$ cat src/hw/rtl/etl_pkg.sv
`default_nettype none
// ----------------------------------------------------------------------------
// etl_pkg
// Shared types and codes for the expiring timer list.
// ----------------------------------------------------------------------------
package etl_pkg;

   // request command codes
   localparam logic CMD_PUSH = 1'b0;
   localparam logic CMD_TICK = 1'b1;

   // result status codes
   localparam logic STATUS_OK   = 1'b0;
   localparam logic STATUS_FULL = 1'b1;

   localparam int LevelW   = 3;
   localparam int MessageW = 16;
   localparam int TimeW    = 32;
   localparam int CountOutW = 5;

   typedef struct packed {
      logic [LevelW-1:0]   level;
      logic [MessageW-1:0] message;
      logic [TimeW-1:0]    duration;
      logic [TimeW-1:0]    elapsed;
   } entry_type;

   // per-cell control: move up from the neighbor, or load the write data
   typedef struct packed {
      logic shift;
      logic write;
   } cell_ctrl_type;

   typedef enum logic [1:0] {
      ST_IDLE,
      ST_TICK,
      ST_FINISH
   } state_type;

endpackage
`default_nettype wire

$ cat src/hw/rtl/expiring_timer_list.sv
`default_nettype none
// ----------------------------------------------------------------------------
// expiring_timer_list
// Ordered table of timed entries kept in a chain of cells.
// ----------------------------------------------------------------------------
// The table lives in a row of CAPACITY cells, live entries packed at the
// front in push order. A push request writes the new entry into the first
// free cell, or is rejected with STATUS_FULL when the table is full, and its
// result is ready the cycle after acceptance. A tick request walks the table
// once as a circular queue: each cycle the head cell's entry is aged by the
// time step in a single saturating adder and compare, every cell takes its
// upper neighbor's entry, and the aged entry is written back at the tail if it
// is still alive or dropped if it expired. A tick steps through accept, one
// visit per live entry, and the result; the single aging unit at the head of
// the chain paces it. One request is worked on at a time; a finished result
// sits in the rsp_ register and a new tick request is taken while it waits,
// a push only once the result register is free.
// ----------------------------------------------------------------------------
module expiring_timer_list #(
   parameter int CAPACITY = 16
) (
   input  wire logic        clock,
   input  wire logic        reset,
   // request channel
   input  wire logic        req_valid,
   output logic             req_stall,
   input  wire logic        req_command,
   input  wire logic [2:0]  req_level,
   input  wire logic [15:0] req_message_id,
   input  wire logic [31:0] req_duration,
   input  wire logic [31:0] req_time_step,
   // result channel
   output logic             rsp_valid,
   input  wire logic        rsp_stall,
   output logic             rsp_status,
   output logic [4:0]       rsp_active_count,
   output logic [4:0]       rsp_removed_count
);

   localparam int CntW  = $clog2(CAPACITY + 1);
   localparam int IdxW  = (CAPACITY > 1) ? $clog2(CAPACITY) : 1;
   localparam int WideW = CntW + etl_pkg::CountOutW;

   // control state
   etl_pkg::state_type state_ff, state_in;
   logic [CntW-1:0]    count_ff, count_in;       // live entries
   logic [CntW-1:0]    remaining_ff, remaining_in; // entries left to visit
   logic [CntW-1:0]    removed_ff, removed_in;
   logic [31:0]        step_ff, step_in;

   // result register
   logic       rsp_valid_ff, rsp_valid_in;
   logic       rsp_status_ff, rsp_status_in;
   logic [4:0] rsp_active_ff, rsp_active_in;
   logic [4:0] rsp_removed_ff, rsp_removed_in;

   logic req_accept;
   logic rsp_hold;
   logic load_rsp;
   logic status_sel;

   // chain control
   logic               shift_en;
   logic               wr_en;
   logic [IdxW-1:0]    wr_idx;
   etl_pkg::entry_type wr_data;
   etl_pkg::entry_type push_entry;
   etl_pkg::entry_type aged;
   logic               expired;

   etl_pkg::entry_type     cell_q    [CAPACITY];
   etl_pkg::cell_ctrl_type cell_ctrl [CAPACITY];

   logic [WideW-1:0] active_wide;
   logic [WideW-1:0] removed_wide;

   // ---------------------------------------------------------------
   // Chain of cells: cell i takes cell i+1 on a shift; the top cell
   // takes a blank entry, which never counts as live.
   // ---------------------------------------------------------------
   for (genvar i = 0; i < CAPACITY; i++) begin : g_cell
      etl_pkg::entry_type neighbor;

      if (i == CAPACITY - 1) begin : g_top
         assign neighbor = '0;
      end else begin : g_mid
         assign neighbor = cell_q[i+1];
      end

      assign cell_ctrl[i].shift = shift_en;
      assign cell_ctrl[i].write = wr_en && (wr_idx == IdxW'(i));

      etl_cell u_cell (
         .clock    (clock),
         .ctrl     (cell_ctrl[i]),
         .neighbor (neighbor),
         .wr_data  (wr_data),
         .entry    (cell_q[i])
      );
   end

   // Age the entry leaving the head of the chain.
   etl_age u_age (
      .head      (cell_q[0]),
      .time_step (step_ff),
      .aged      (aged),
      .expired   (expired)
   );

   // ---------------------------------------------------------------
   // Handshakes
   // ---------------------------------------------------------------
   assign rsp_hold   = rsp_valid_ff && rsp_stall;
   // a push produces its result at once, so it needs a free result register;
   // a tick can start while the previous result still waits
   assign req_stall  = (state_ff != etl_pkg::ST_IDLE) ||
                       ((req_command == etl_pkg::CMD_PUSH) && rsp_hold);
   assign req_accept = req_valid && !req_stall;

   always_comb begin
      push_entry.level    = req_level;
      push_entry.message  = req_message_id;
      push_entry.duration = req_duration;
      push_entry.elapsed  = '0;
   end

   // ---------------------------------------------------------------
   // Sequencer: next state, chain control and result loading
   // ---------------------------------------------------------------
   always_comb begin
      state_in     = state_ff;
      count_in     = count_ff;
      remaining_in = remaining_ff;
      removed_in   = removed_ff;
      step_in      = step_ff;
      load_rsp     = 1'b0;
      status_sel   = etl_pkg::STATUS_OK;
      shift_en     = 1'b0;
      wr_en        = 1'b0;
      wr_idx       = count_ff[IdxW-1:0];
      wr_data      = push_entry;

      unique case (state_ff)
         etl_pkg::ST_IDLE: begin
            if (req_accept) begin
               if (req_command == etl_pkg::CMD_PUSH) begin
                  load_rsp = 1'b1;
                  if (count_ff == CntW'(CAPACITY)) begin
                     // table full: reject, leave the chain alone
                     status_sel = etl_pkg::STATUS_FULL;
                  end else begin
                     // append at the first free cell
                     wr_en    = 1'b1;
                     count_in = count_ff + 1'b1;
                  end
               end else begin
                  step_in      = req_time_step;
                  remaining_in = count_ff;
                  removed_in   = '0;
                  state_in     = (count_ff == '0) ? etl_pkg::ST_FINISH : etl_pkg::ST_TICK;
               end
            end
         end

         etl_pkg::ST_TICK: begin
            // advance the chain; the aged head returns at the tail if alive
            shift_en     = 1'b1;
            wr_data      = aged;
            wr_idx       = IdxW'(count_ff - 1'b1);
            remaining_in = remaining_ff - 1'b1;
            if (expired) begin
               count_in   = count_ff - 1'b1;
               removed_in = removed_ff + 1'b1;
            end else begin
               wr_en = 1'b1;
            end
            if (remaining_ff == CntW'(1)) begin
               state_in = etl_pkg::ST_FINISH;
            end
         end

         etl_pkg::ST_FINISH: begin
            // wait for the result register, then report the tick
            if (!rsp_hold) begin
               load_rsp = 1'b1;
               state_in = etl_pkg::ST_IDLE;
            end
         end

         default: begin
            state_in = etl_pkg::ST_IDLE;
         end
      endcase
   end

   // Counts leave on 5 bits; keep the low bits when CAPACITY is wide.
   assign active_wide  = WideW'(count_in);
   assign removed_wide = WideW'(removed_ff);

   always_comb begin
      rsp_valid_in   = rsp_valid_ff && rsp_stall;
      rsp_status_in  = rsp_status_ff;
      rsp_active_in  = rsp_active_ff;
      rsp_removed_in = rsp_removed_ff;
      if (load_rsp) begin
         rsp_valid_in   = 1'b1;
         rsp_status_in  = status_sel;
         rsp_active_in  = active_wide[etl_pkg::CountOutW-1:0];
         rsp_removed_in = (state_ff == etl_pkg::ST_FINISH) ?
                          removed_wide[etl_pkg::CountOutW-1:0] : '0;
      end
   end

   // ---------------------------------------------------------------
   // Registers
   // ---------------------------------------------------------------
   always_ff @(posedge clock) begin
      if (reset) begin
         state_ff     <= etl_pkg::ST_IDLE;
         count_ff     <= '0;
         remaining_ff <= '0;
         removed_ff   <= '0;
         rsp_valid_ff <= 1'b0;
      end else begin
         state_ff     <= state_in;
         count_ff     <= count_in;
         remaining_ff <= remaining_in;
         removed_ff   <= removed_in;
         rsp_valid_ff <= rsp_valid_in;
      end
   end

   // payload: no reset needed
   always_ff @(posedge clock) begin
      step_ff        <= step_in;
      rsp_status_ff  <= rsp_status_in;
      rsp_active_ff  <= rsp_active_in;
      rsp_removed_ff <= rsp_removed_in;
   end

   assign rsp_valid         = rsp_valid_ff;
   assign rsp_status        = rsp_status_ff;
   assign rsp_active_count  = rsp_active_ff;
   assign rsp_removed_count = rsp_removed_ff;

`ifndef SYNTH
   // the live count never exceeds the number of cells
   a_count_bound: assert property (@(posedge clock) disable iff (reset)
      count_ff <= CntW'(CAPACITY))
      else $error("live count above capacity");

   // a tick walk only runs while entries remain to be visited
   a_tick_remaining: assert property (@(posedge clock) disable iff (reset)
      (state_ff == etl_pkg::ST_TICK) |-> (remaining_ff != '0))
      else $error("tick walk with nothing left");

   // an accepted push into a table with room adds exactly one entry
   a_push_grows: assert property (@(posedge clock) disable iff (reset)
      (req_accept && (req_command == etl_pkg::CMD_PUSH) &&
       (count_ff != CntW'(CAPACITY))) |=> (count_ff == $past(count_ff) + 1'b1))
      else $error("push did not append");

   // a rejected push reports nothing removed
   a_full_clean: assert property (@(posedge clock) disable iff (reset)
      (rsp_valid_ff && (rsp_status_ff == etl_pkg::STATUS_FULL)) |->
      (rsp_removed_ff == '0))
      else $error("full status with removals");

   // during the walk, entries removed plus entries left to visit never exceed the capacity
   a_removed_bound: assert property (@(posedge clock) disable iff (reset)
      (state_ff == etl_pkg::ST_TICK) |-> (removed_ff + remaining_ff <= CntW'(CAPACITY)))
      else $error("removal count out of range");
`endif

endmodule
`default_nettype wire

$ cat src/hw/rtl/etl_cell.sv
`default_nettype none
// ----------------------------------------------------------------------------
// etl_cell
// One slot of the timer chain: hold, take the neighbor's entry, or load.
// ----------------------------------------------------------------------------
module etl_cell (
   input  wire logic                   clock,
   input  wire etl_pkg::cell_ctrl_type ctrl,
   input  wire etl_pkg::entry_type     neighbor,
   input  wire etl_pkg::entry_type     wr_data,
   output etl_pkg::entry_type          entry
);

   etl_pkg::entry_type entry_ff;
   etl_pkg::entry_type entry_in;

   always_comb begin
      entry_in = entry_ff;
      if (ctrl.shift) begin
         entry_in = neighbor;
      end
      // a write overrides the shift for the tail slot
      if (ctrl.write) begin
         entry_in = wr_data;
      end
   end

   always_ff @(posedge clock) begin
      entry_ff <= entry_in;
   end

   assign entry = entry_ff;

endmodule
`default_nettype wire

$ cat src/hw/rtl/etl_age.sv
`default_nettype none
// ----------------------------------------------------------------------------
// etl_age
// Age the head entry by one time step (saturating) and flag expiry.
// ----------------------------------------------------------------------------
module etl_age (
   input  wire etl_pkg::entry_type          head,
   input  wire logic [etl_pkg::TimeW-1:0]   time_step,
   output etl_pkg::entry_type               aged,
   output logic                             expired
);

   logic [etl_pkg::TimeW:0]   sum;
   logic [etl_pkg::TimeW-1:0] elapsed_sat;

   always_comb begin
      sum         = {1'b0, head.elapsed} + {1'b0, time_step};
      // saturate on carry out
      elapsed_sat = sum[etl_pkg::TimeW] ? '1 : sum[etl_pkg::TimeW-1:0];
      expired     = (elapsed_sat >= head.duration);
      aged         = head;
      aged.elapsed = elapsed_sat;
   end

endmodule
`default_nettype wire
$ cat config.mk
export PLATFORM = sky130hd
export DESIGN_NAME = expiring_timer_list
export DESIGN_NICKNAME = d
export VERILOG_FILES = /design/src/hw/rtl/etl_pkg.sv /design/src/hw/rtl/expiring_timer_list.sv /design/src/hw/rtl/etl_cell.sv /design/src/hw/rtl/etl_age.sv
export SDC_FILE = /design/constraint.sdc
export NUM_CORES = 1
export LEC_CHECK = 0
export CORE_MARGIN = 5
export CORE_UTILIZATION = 30
export DETAILED_ROUTE_END_ITERATION = 7
export DONT_BUFFER_PORTS = 1
export GPL_TIMING_DRIVEN = 0
export SYNTH_ARGS = -nofsm -noshare
export SYNTH_HDL_FRONTEND = slang
export SYNTH_SLANG_ARGS = --single-unit
$ cat constraint.sdc
create_clock -name clock -period 8.7 [get_ports clock]
set_input_delay 0 -clock clock [delete_from_list [all_inputs] [get_ports clock]]
set_output_delay 0 -clock clock [all_outputs]
set_load 0.01 [all_outputs]
== Word-level counts from Yosys, hierarchy flattened ==
Index checks and enable logic that the tools add are counted.
Widths: inputs -> output; s select.

* RAM bits: 0
* Output and inout port bits: 13
* Memories kept: 0
* Logic and storage cells: 218
* Register bits after elaboration: 1389
* Bits in latches: 0
* Bits in read-only memories: 0
* Input port bits: 88

* Div/mod/pow operators: 0
* Multiply operators: 0
* Mux-type cells: 65
* Add/sub/neg operators: 5
* Equal/unequal tests: 24
* Magnitude comparators: 1
* Bitwise gates (word level): 3
* Reductions and logical operators: 47
* Shift-type cells: 0

{| class="wikitable"
|+ Operators by type and width
! cell !! count
|-
| $mux 83 || 33
|-
| $mux 5 || 9
|-
| $reduce_bool 2->1 || 18
|-
| $add 32x32->33 || 1
|-
| $eq 4x4->1 const B || 8
|-
| $ge 32x32->1 || 1
|-
| $mux 32 || 1
|-
| $pmux 5 s2 || 3
|-
| $logic_and 1x1->1 || 19
|-
| $eq 4x3->1 const B || 4
|-
| $add 5x1->5 const B || 2
|-
| $mux 1 || 10
|-
| $mux 2 || 5
|-
| $ne 2x2->1 const B || 5
|-
| $sub 5x1->5 const B || 2
|-
| $eq 4x2->1 const B || 2
|-
| $reduce_and 4->1 || 2
|-
| $pmux 2 s3 || 1
|-
| $reduce_and 3->1 || 2
|-
| $eq 5x1->1 const B || 1
|-
| $eq 5x5->1 const B || 1
|-
| $logic_not 5->1 || 1
|-
| $eq 4x1->1 const B || 1
|-
| $logic_not 4->1 || 1
|-
| other kinds (9) || 12
|}

== Longest topological paths before layout ==
Gate-level depths: netlist of the first run.

* Depth in word-level cells: 9
* Depth in mapped cells: 24
* Depth with buffers taken out: 19

== Cells and area by module ==
A second synthesis of the first run with hierarchy kept.

* Cells, all modules: 3690
* Area, all modules: 66502.5 µm²

{| class="wikitable"
|+ By module, submodules not included
! module !! instances !! area an instance (µm²) !! cells each !! seq. area each (µm²)
|-
| etl_cell || 16 || 3743.6 || 176 || 2492.4
|-
| expiring_timer_list || 1 || 3623.5 || 451 || 1651.6
|-
| etl_age || 1 || 2981.6 || 423 || 0.0
|}

== Worst setup path before layout of the first run ==
Ideal clock, no wire load.

* Path kind: reg2reg
* Start: register step_ff[0]
* End: register g_cell[15].u_cell.entry_ff (netlist bit g_cell[15].u_cell.entry[0]), enable pin
* Clock period less this slack: 6389 ps
* Library setup time: 424 ps
* Stages on the path, launching flop included: 23
* Slack: 2311 ps
* Data arrival time: 5965 ps
* Path buffers: 4
* Required time: 8276 ps
* Cell sequence: edfxtp_1 -> ha_1 -> fa_1 -> a211oi_2 -> o211ai_2 -> and3_1 -> nor2_1 -> a21oi_1 -> or4_1 -> a31oi_2 -> clkbuf_1 -> inv_1 -> ha_1 -> nand2_1 -> o21a_1 -> o211ai_1 -> o21a_1 -> o31ai_4 -> buf_6 -> buf_8 -> nand3_1 -> clkbuf_1 -> nand2_1

* Word-level cells in the longest chain between the ends: 7

{| class="wikitable"
|+ Ends and longest elaborated chain
! item !! RTL line !! text
|-
| start: declaration || expiring_timer_list.sv:49 || <nowiki>logic [31:0] step_ff, step_in;</nowiki>
|-
| start signal: assignment || expiring_timer_list.sv:235 || <nowiki>step_ff <= step_in;</nowiki>
|-
| $add 32x32->33 || etl_age.sv:17 || <nowiki>sum = {1'b0, head.elapsed} + {1'b0, time_step};</nowiki>
|-
| $mux 32 || etl_age.sv:19 || <nowiki>elapsed_sat = sum[etl_pkg::TimeW] ? '1 : sum[etl_pkg::TimeW-1:0];</nowiki>
|-
| $ge 32x32->1 || etl_age.sv:20 || <nowiki>expired = (elapsed_sat >= head.duration);</nowiki>
|-
| $mux 1 || expiring_timer_list.sv:171 || <nowiki>if (expired) begin</nowiki>
|-
| $pmux 1 s2 || expiring_timer_list.sv:143 || <nowiki>unique case (state_ff)</nowiki>
|-
| $logic_and 1x1->1 || expiring_timer_list.sv:91 || <nowiki>assign cell_ctrl[i].write = wr_en && (wr_idx == IdxW'(i));</nowiki>
|-
| $reduce_bool 2->1 (no line) || - ||
|-
| end signal: assignment || etl_cell.sv:29 || <nowiki>entry_ff <= entry_in;</nowiki>
|-
| end: declaration || etl_cell.sv:14 || <nowiki>etl_pkg::entry_type entry_ff;</nowiki>
|}

No other way between the ends.
A chain may end at the register's enable or synchronous reset.

== Worst setup path after layout of the first run ==
* Start: register step_ff[0]
* End: register g_cell[15].u_cell.entry_ff (netlist bit g_cell[15].u_cell.entry[17]), enable pin

The elaborated chain is that of the path after synthesis.

==> run metrics, run 1 <==
Crit Path Class reg2reg; worst path cell trace ha_1 -> fa_1 -> a211oi_2 -> o211ai_2 -> a21oi_2 -> a2111o_1 -> nand2_1 -> a21oi_1 -> clkbuf_1 -> inv_1 -> ha_1 -> nand4_1 -> nor4_1 -> o211a_1 -> o31ai_4 -> buf_6 -> buf_8 -> nand3_1 -> clkbuf_1 -> nand2_4; Die X 410 microns; Async SR Flop Fraction 0%; largest net degree at the start of global routing 65; initial DRC count 1,884; first-pass GRT wire length 162 mm; area delta synth->final 15.2%; total power approximately 15 mW; Slew @ Worst Pin 1.19 ns; I/O Pins 101; commonest non-fill, non-tap cell in the layout edfxtp_1; post-CTS setup buffer count 0; GP Congestion about 0.83; Initial Util 30.2%; Final min period ~8 ns; clock latency on the worst-skew pair 0.70 ns; clock sink count 1,085; hpwl dp 80.0 mm; outcome complete, no violations; port bufs 0; Inserted Clock Buffers between 100 and 150; fin crit share between 90% and 100%; Reg clk slew, reported paths 0.06 ns; Avg WL per Cell 17.3 microns; clk root buf clkbuf_16; endpoints failing hold 0; worst-path fanout max 64; crit path launch type flop; gr usage total 12.2%; initial antenna violation count 3; Syn Std Cell Area 47,900 sq um; Yosys reg bits 1,085; CP endpoint kind flop; Die Height between 400 and 500 microns; CTS tree done; Worst path max stage delay 0.85 ns; Via density 4.65; synth warn 0; max-slew violations 0; DRC 0; Max Fclk 123 MHz; syn nets about 3,900; Routed Antenna Nets 0; mean post-synth cell area 13.0 sq um; Top Family by Delay on Critical Path compound AO/OA/AOI/OAI gates; EDFF count, synth 1,067; maximum VDD drop 0.000169 V; Synth Flop Type edfxtp_1; Vias ~28,000; Hold Crit Class in2reg; post-synth cell types 77; core box area 159,000 sq um; P_leak 19.7 nW; Worst EP required 8.92 ns; Cell Rows 146; RSZ-0062 raised after global routing no; Pwr Density roughly 280 nW/um^2; die area between 150,000 and 200,000 sq um; TNS Setup 0 ns; share of cells above drive strength 1 between 10% and 20%; final wirelength 105 mm; Final Skew 0.0294 ns; final setup vio count 0; Mapped Cells approximately 3,700; CP Data Arrival Time 8.37 ns; Buf+Inv Stages, Crit Path 5; sequential element share of the synthesized area 67.6%; max cap viols 0; vias in the first global route 27,600; most frequent cells in the layout edfxtp_1 (1,067), nand2_1 (679), o21ai_0 (635); NumNets Final 4,074; grt total ovfl 0; Slowest-stage cell, CP a21oi_1; Max transition margin 20.1%; Pre-antenna DRT Iters 7; clock buffer depth 3; CTS HTree Levels 3; cts repair resizes 0
==> report_power, final <==
| part | internal (mW) | switching, mW |
|---|---|---|
| sequential | 6.89 | 0.202 |
| combinational | 1.15 | 2.69 |
| clock | 2.53 | 1.94 |
==> worst reg2reg max path, stage by stage (launching register included) <==
cell	delay, ns
edfxtp_1	0.42
ha_1	0.34
fa_1	0.48
a211oi_2	0.32
o211ai_2	0.14
a21oi_2	0.28
a2111o_1	0.21
nand2_1	0.26
a21oi_1	0.85
clkbuf_1	0.61
inv_1	0.19
ha_1	0.35
nand4_1	0.13
nor4_1	0.52
o211a_1	0.34
o31ai_4	0.14
buf_6	0.19
buf_8	0.15
nand3_1	0.58
clkbuf_1	0.55
nand2_4	0.60
==> timing repair <==
action,CTS,global route
setup endpoints to repair,0,0
hold buffers,102,0
hold endpoints to repair,318,0
==> registers in the layout, summed over array words and instances (netlist names), 2 cells and up <==
name / cells
count_ff: 5
g_cell.u_cell.entry: 1024
remaining_ff: 5
removed_ff: 5
rsp_active_count: 5
rsp_removed_count: 5
state_ff: 2
step_ff: 32
==> metrics by stage <==
step	worst slack [ns]	instances	util, %	hold slack (ns)	instance area (sq um)
global route	0.141	6072	34.8	0.0456	55200
CTS	0.464	6072	34.8	0.0154	55200
finish	0.546	6074	34.8	0.0369	55200
detailed placement	0.520	5781	32.0	0.0758	50800
floorplan	2.31	3698	-	0.0716	47900
global placement	-0.852	5770	31.8	0.0735	50500
==> per-layer routing <==
metal / part of all wire, % / vias up / wire length (microns) / track usage [%]
li1: - / 14000 / - / -
met1: 42 / 13500 / 44100 / 14.6
met2: 51 / 584 / 53400 / 22.3
met3: 3.7 / 156 / 3890 / 1.38
met4: 3.8 / 0 / 3970 / 5.06
met5: 0 / - / 0 / 0
==> final cells by class <==
type,instances,area (sq um)
well taps,2072,2590
multi-input cells,2284,14100
repair buffers,113,1240
inverters,57,214
clock inverters,65,701
plain buffers,272,1290
flip-flops and latches,1085,32400
clock buffers,124,2680
fillers,15100,103000
diodes,2,5.00
==> final timing paths <==
kind / from / end / slack, ns / cells after the start
max reg2reg: step_ff[0]$_DFFE_PP_ / g_cell[15].u_cell.entry[17]$_SDFFCE_PN0P_ / 0.55 / 20
min reg2reg: removed_ff[4]$_SDFFE_PP0P_ / removed_ff[4]$_SDFFE_PP0P_ / 0.48 / 2
max: step_ff[0]$_DFFE_PP_ / g_cell[15].u_cell.entry[17]$_SDFFCE_PN0P_ / 0.55 / 20
min: req_command / step_ff[0]$_DFFE_PP_ / 0.04 / 1
==> Yosys cell counts, drive strengths merged (18+ instances only) <==
| library cell | number | share of area (%) |
|---|---|---|
| clkbuf | 167 | 1.3 |
| dfxtp | 18 | 0.75 |
| xnor2 | 19 | 0.35 |
| buf | 105 | 1.4 |
| and2 | 36 | 0.48 |
| edfxtp | 1067 | 67 |
| and3 | 22 | 0.29 |
| nand3 | 24 | 0.32 |
| a21oi | 98 | 1.1 |
| inv | 56 | 0.44 |
| nor3 | 20 | 0.21 |
| ha | 69 | 1.8 |
| mux2 | 339 | 8.2 |
| nor2 | 117 | 0.92 |
| nand2 | 695 | 5.4 |
| nand4 | 24 | 0.31 |
| o21ai | 643 | 6.7 |
==> logic make-up (layout without fill, tap and decap cells) <==
family	Yosys count	in the layout	share of synthesized area, %
muxes	347	347	8.41
buffers and inverters	329	631	3.15
AOI/OAI and AO/OA	855	855	9.80
xor gates and xnor gates	26	26	0.475
DFF	1085	1085	67.6
adders and majority gates	70	70	1.84
and+or+nand+nor	986	986	8.68
other	0	2	0
Note: power is estimated with default switching activity, not from simulation.
==> run 2, diff against run 1 <==
CAP_MARGIN = 20   (was default)
CORE_UTILIZATION = 50   (was 30)
==> run metrics, run 2 (synthesis results as in run 1) <==
Clk pwr share 28.4%; Worst EP required 9.11 ns; Pre-antenna DRT Iters 5; Highest Signal Layer met4; RSZ-0062 raised after global routing no; Inserted Clock Buffers 111; initial antenna violation count 6; final setup vio count 0; most frequent cells in the layout edfxtp_1 (1,067), nand2_1 (679), o21ai_0 (635); commonest non-fill, non-tap cell in the layout edfxtp_1; worst-path fanout max 35; Met3 Wirelength 4.20 mm; P_leak 19.7 nW; Via density 5.23; Initial Util 50.4%; initial DRC count 1,946; CTS tree done; Max transition margin 19.1%; final wirelength around 100 mm; worst path cell trace ha_1 -> fa_1 -> a211oi_2 -> o211ai_2 -> a21oi_2 -> a2111o_1 -> nand2_1 -> a21oi_1 -> clkbuf_1 -> inv_1 -> ha_1 -> nand4_1 -> nor4_1 -> o211a_1 -> o31ai_4 -> buf_6 -> nand3_1 -> buf_2 -> clkbuf_1 -> nand2_2 -> buf_12; Crit Path Class reg2reg; Max Fclk 118 MHz; CP Data Arrival Time between 8 and 9 ns; clk root buf clkbuf_16; hpwl dp 77.1 mm; clock sink count 1,085; DRC 0; CTS HTree Levels 3; max-slew violations 0; max cap viols 0; gr usage total about a fifth; maximum VDD drop 0.000161 V; Reg clk slew, reported paths 0.06 ns; sw frac 31.5%; I/O Pins 101; Top Family by Delay on Critical Path compound AO/OA/AOI/OAI gates; Final Skew 0.0227 ns; Largest register FFs roughly 1,000; GP Congestion 0.877; Slowest-stage cell, CP nor4_1; Slew @ Worst Pin 1.18 ns; Worst path max stage delay 0.89 ns; area delta synth->final 13.1%; Hold Crit Class in2reg; NetSw 4.84 mW; M1 wire length around 48 mm; register share of total power 46.2%; endpoints failing hold 0; cts repair resizes 0; CP endpoint kind flop; Min Hold Slack 0.0318 ns; Comb pwr share about 26%; clock buffer depth 3; clock latency on the worst-skew pair 0.68 ns; vias in the first global route 27,100; Avg WL per Cell between 15 and 20 microns; total power 15.4 mW; outcome complete, no violations; Int Pwr 10.5 mW; fill cell count ~7,700; Die X 320 microns; Die Height 320 microns; Final min period 8.45 ns; NumNets Final 4,087; Buf+Inv Stages, Crit Path 6; die area 102,000 sq um; final design utilization 57.0%; Cell Rows between 100 and 150; Vias roughly 28,000; crit path launch type flop; share of cells above drive strength 1 15.8%; grt total ovfl 0; Pwr Density 284 nW/um^2; port bufs 0; core box area 95,000 sq um; largest net degree at the start of global routing 65; first-pass GRT wire length 159 mm; WL met2 45.7 mm; fin crit share 97.1%; Routed Antenna Nets 0
run 2: cell types whose count changed in the layout (fill, tap and decap cells not counted), sizes merged:
cell / previous run / this run
diode: 2 / 3
clkinv: 48 / 52
buf: 116 / 120
clkbuf: 291 / 303
bufinv: 11 / 4
clkinvlp: 5 / 2
run 2: power by group through the flow:
stage | Combinational (mW) | Clock (mW) | Sequential [mW]
after floorplan | 2.49 | 0 | 7.18
after global placement | 3.73 | 0 | 7.27
after detailed placement | 3.85 | 0 | 7.20
after CTS | 3.92 | 4.45 | 7.10
after global routing | 4.33 | 4.68 | 7.16
final | 3.91 | 4.35 | 7.09
run 2: routing by layer:
layer	track usage (%)	vias up
li1	-	14100
met1	28.1	12800
met2	31.3	592
met3	2.61	165
met4	8.32	0
met5	0	-
run 2: final timing paths:
path | to | cells after the start | startpoint | slack, ns
max | g_cell[2].u_cell.entry[4]$_DFFE_PP_ | 21 | step_ff[0]$_DFFE_PP_ | 0.25
min | step_ff[28]$_DFFE_PP_ | 1 | req_command | 0.03
max reg2reg | g_cell[2].u_cell.entry[4]$_DFFE_PP_ | 21 | step_ff[0]$_DFFE_PP_ | 0.25
min reg2reg | removed_ff[1]$_SDFFE_PP0P_ | 2 | removed_ff[1]$_SDFFE_PP0P_ | 0.49
run 2: timing repair:
| action | CTS | global route |
|---|---|---|
| setup endpoints to repair | 0 | 0 |
| hold buffers | 102 | 0 |
| buffers inserted | 0 | 0 |
| endpoints found under the hold margin | 254 | 0 |
run 2: layout make-up:
class / count / area (sq um) / area share [%]
timing repair buffer: 118 / 1290 / 2.38
inverter: 57 / 214 / 0.395
multi-input combinational: 2284 / 14100 / 26.0
antenna: 3 / 7.51 / 0.0139
clock inverter: 59 / 429 / 0.792
clock buffer: 135 / 2890 / 5.33
buffer: 272 / 1290 / 2.39
sequential: 1085 / 32400 / 59.8
tap: 1265 / 1580 / 2.92
run 2: per-stage QoR:
step / TNS (ns) / setup WS [ns] / instances / instance area, sq um
floorplan: 0 / 2.31 / 3698 / 47900
global placement: -618.27 / -1.05 / 4963 / 49500
detailed placement: 0 / 0.299 / 4976 / 49800
CTS: 0 / 0.241 / 5272 / 54100
global route: 0 / 0.0106 / 5278 / 54200
finish: 0 / 0.249 / 5278 / 54200
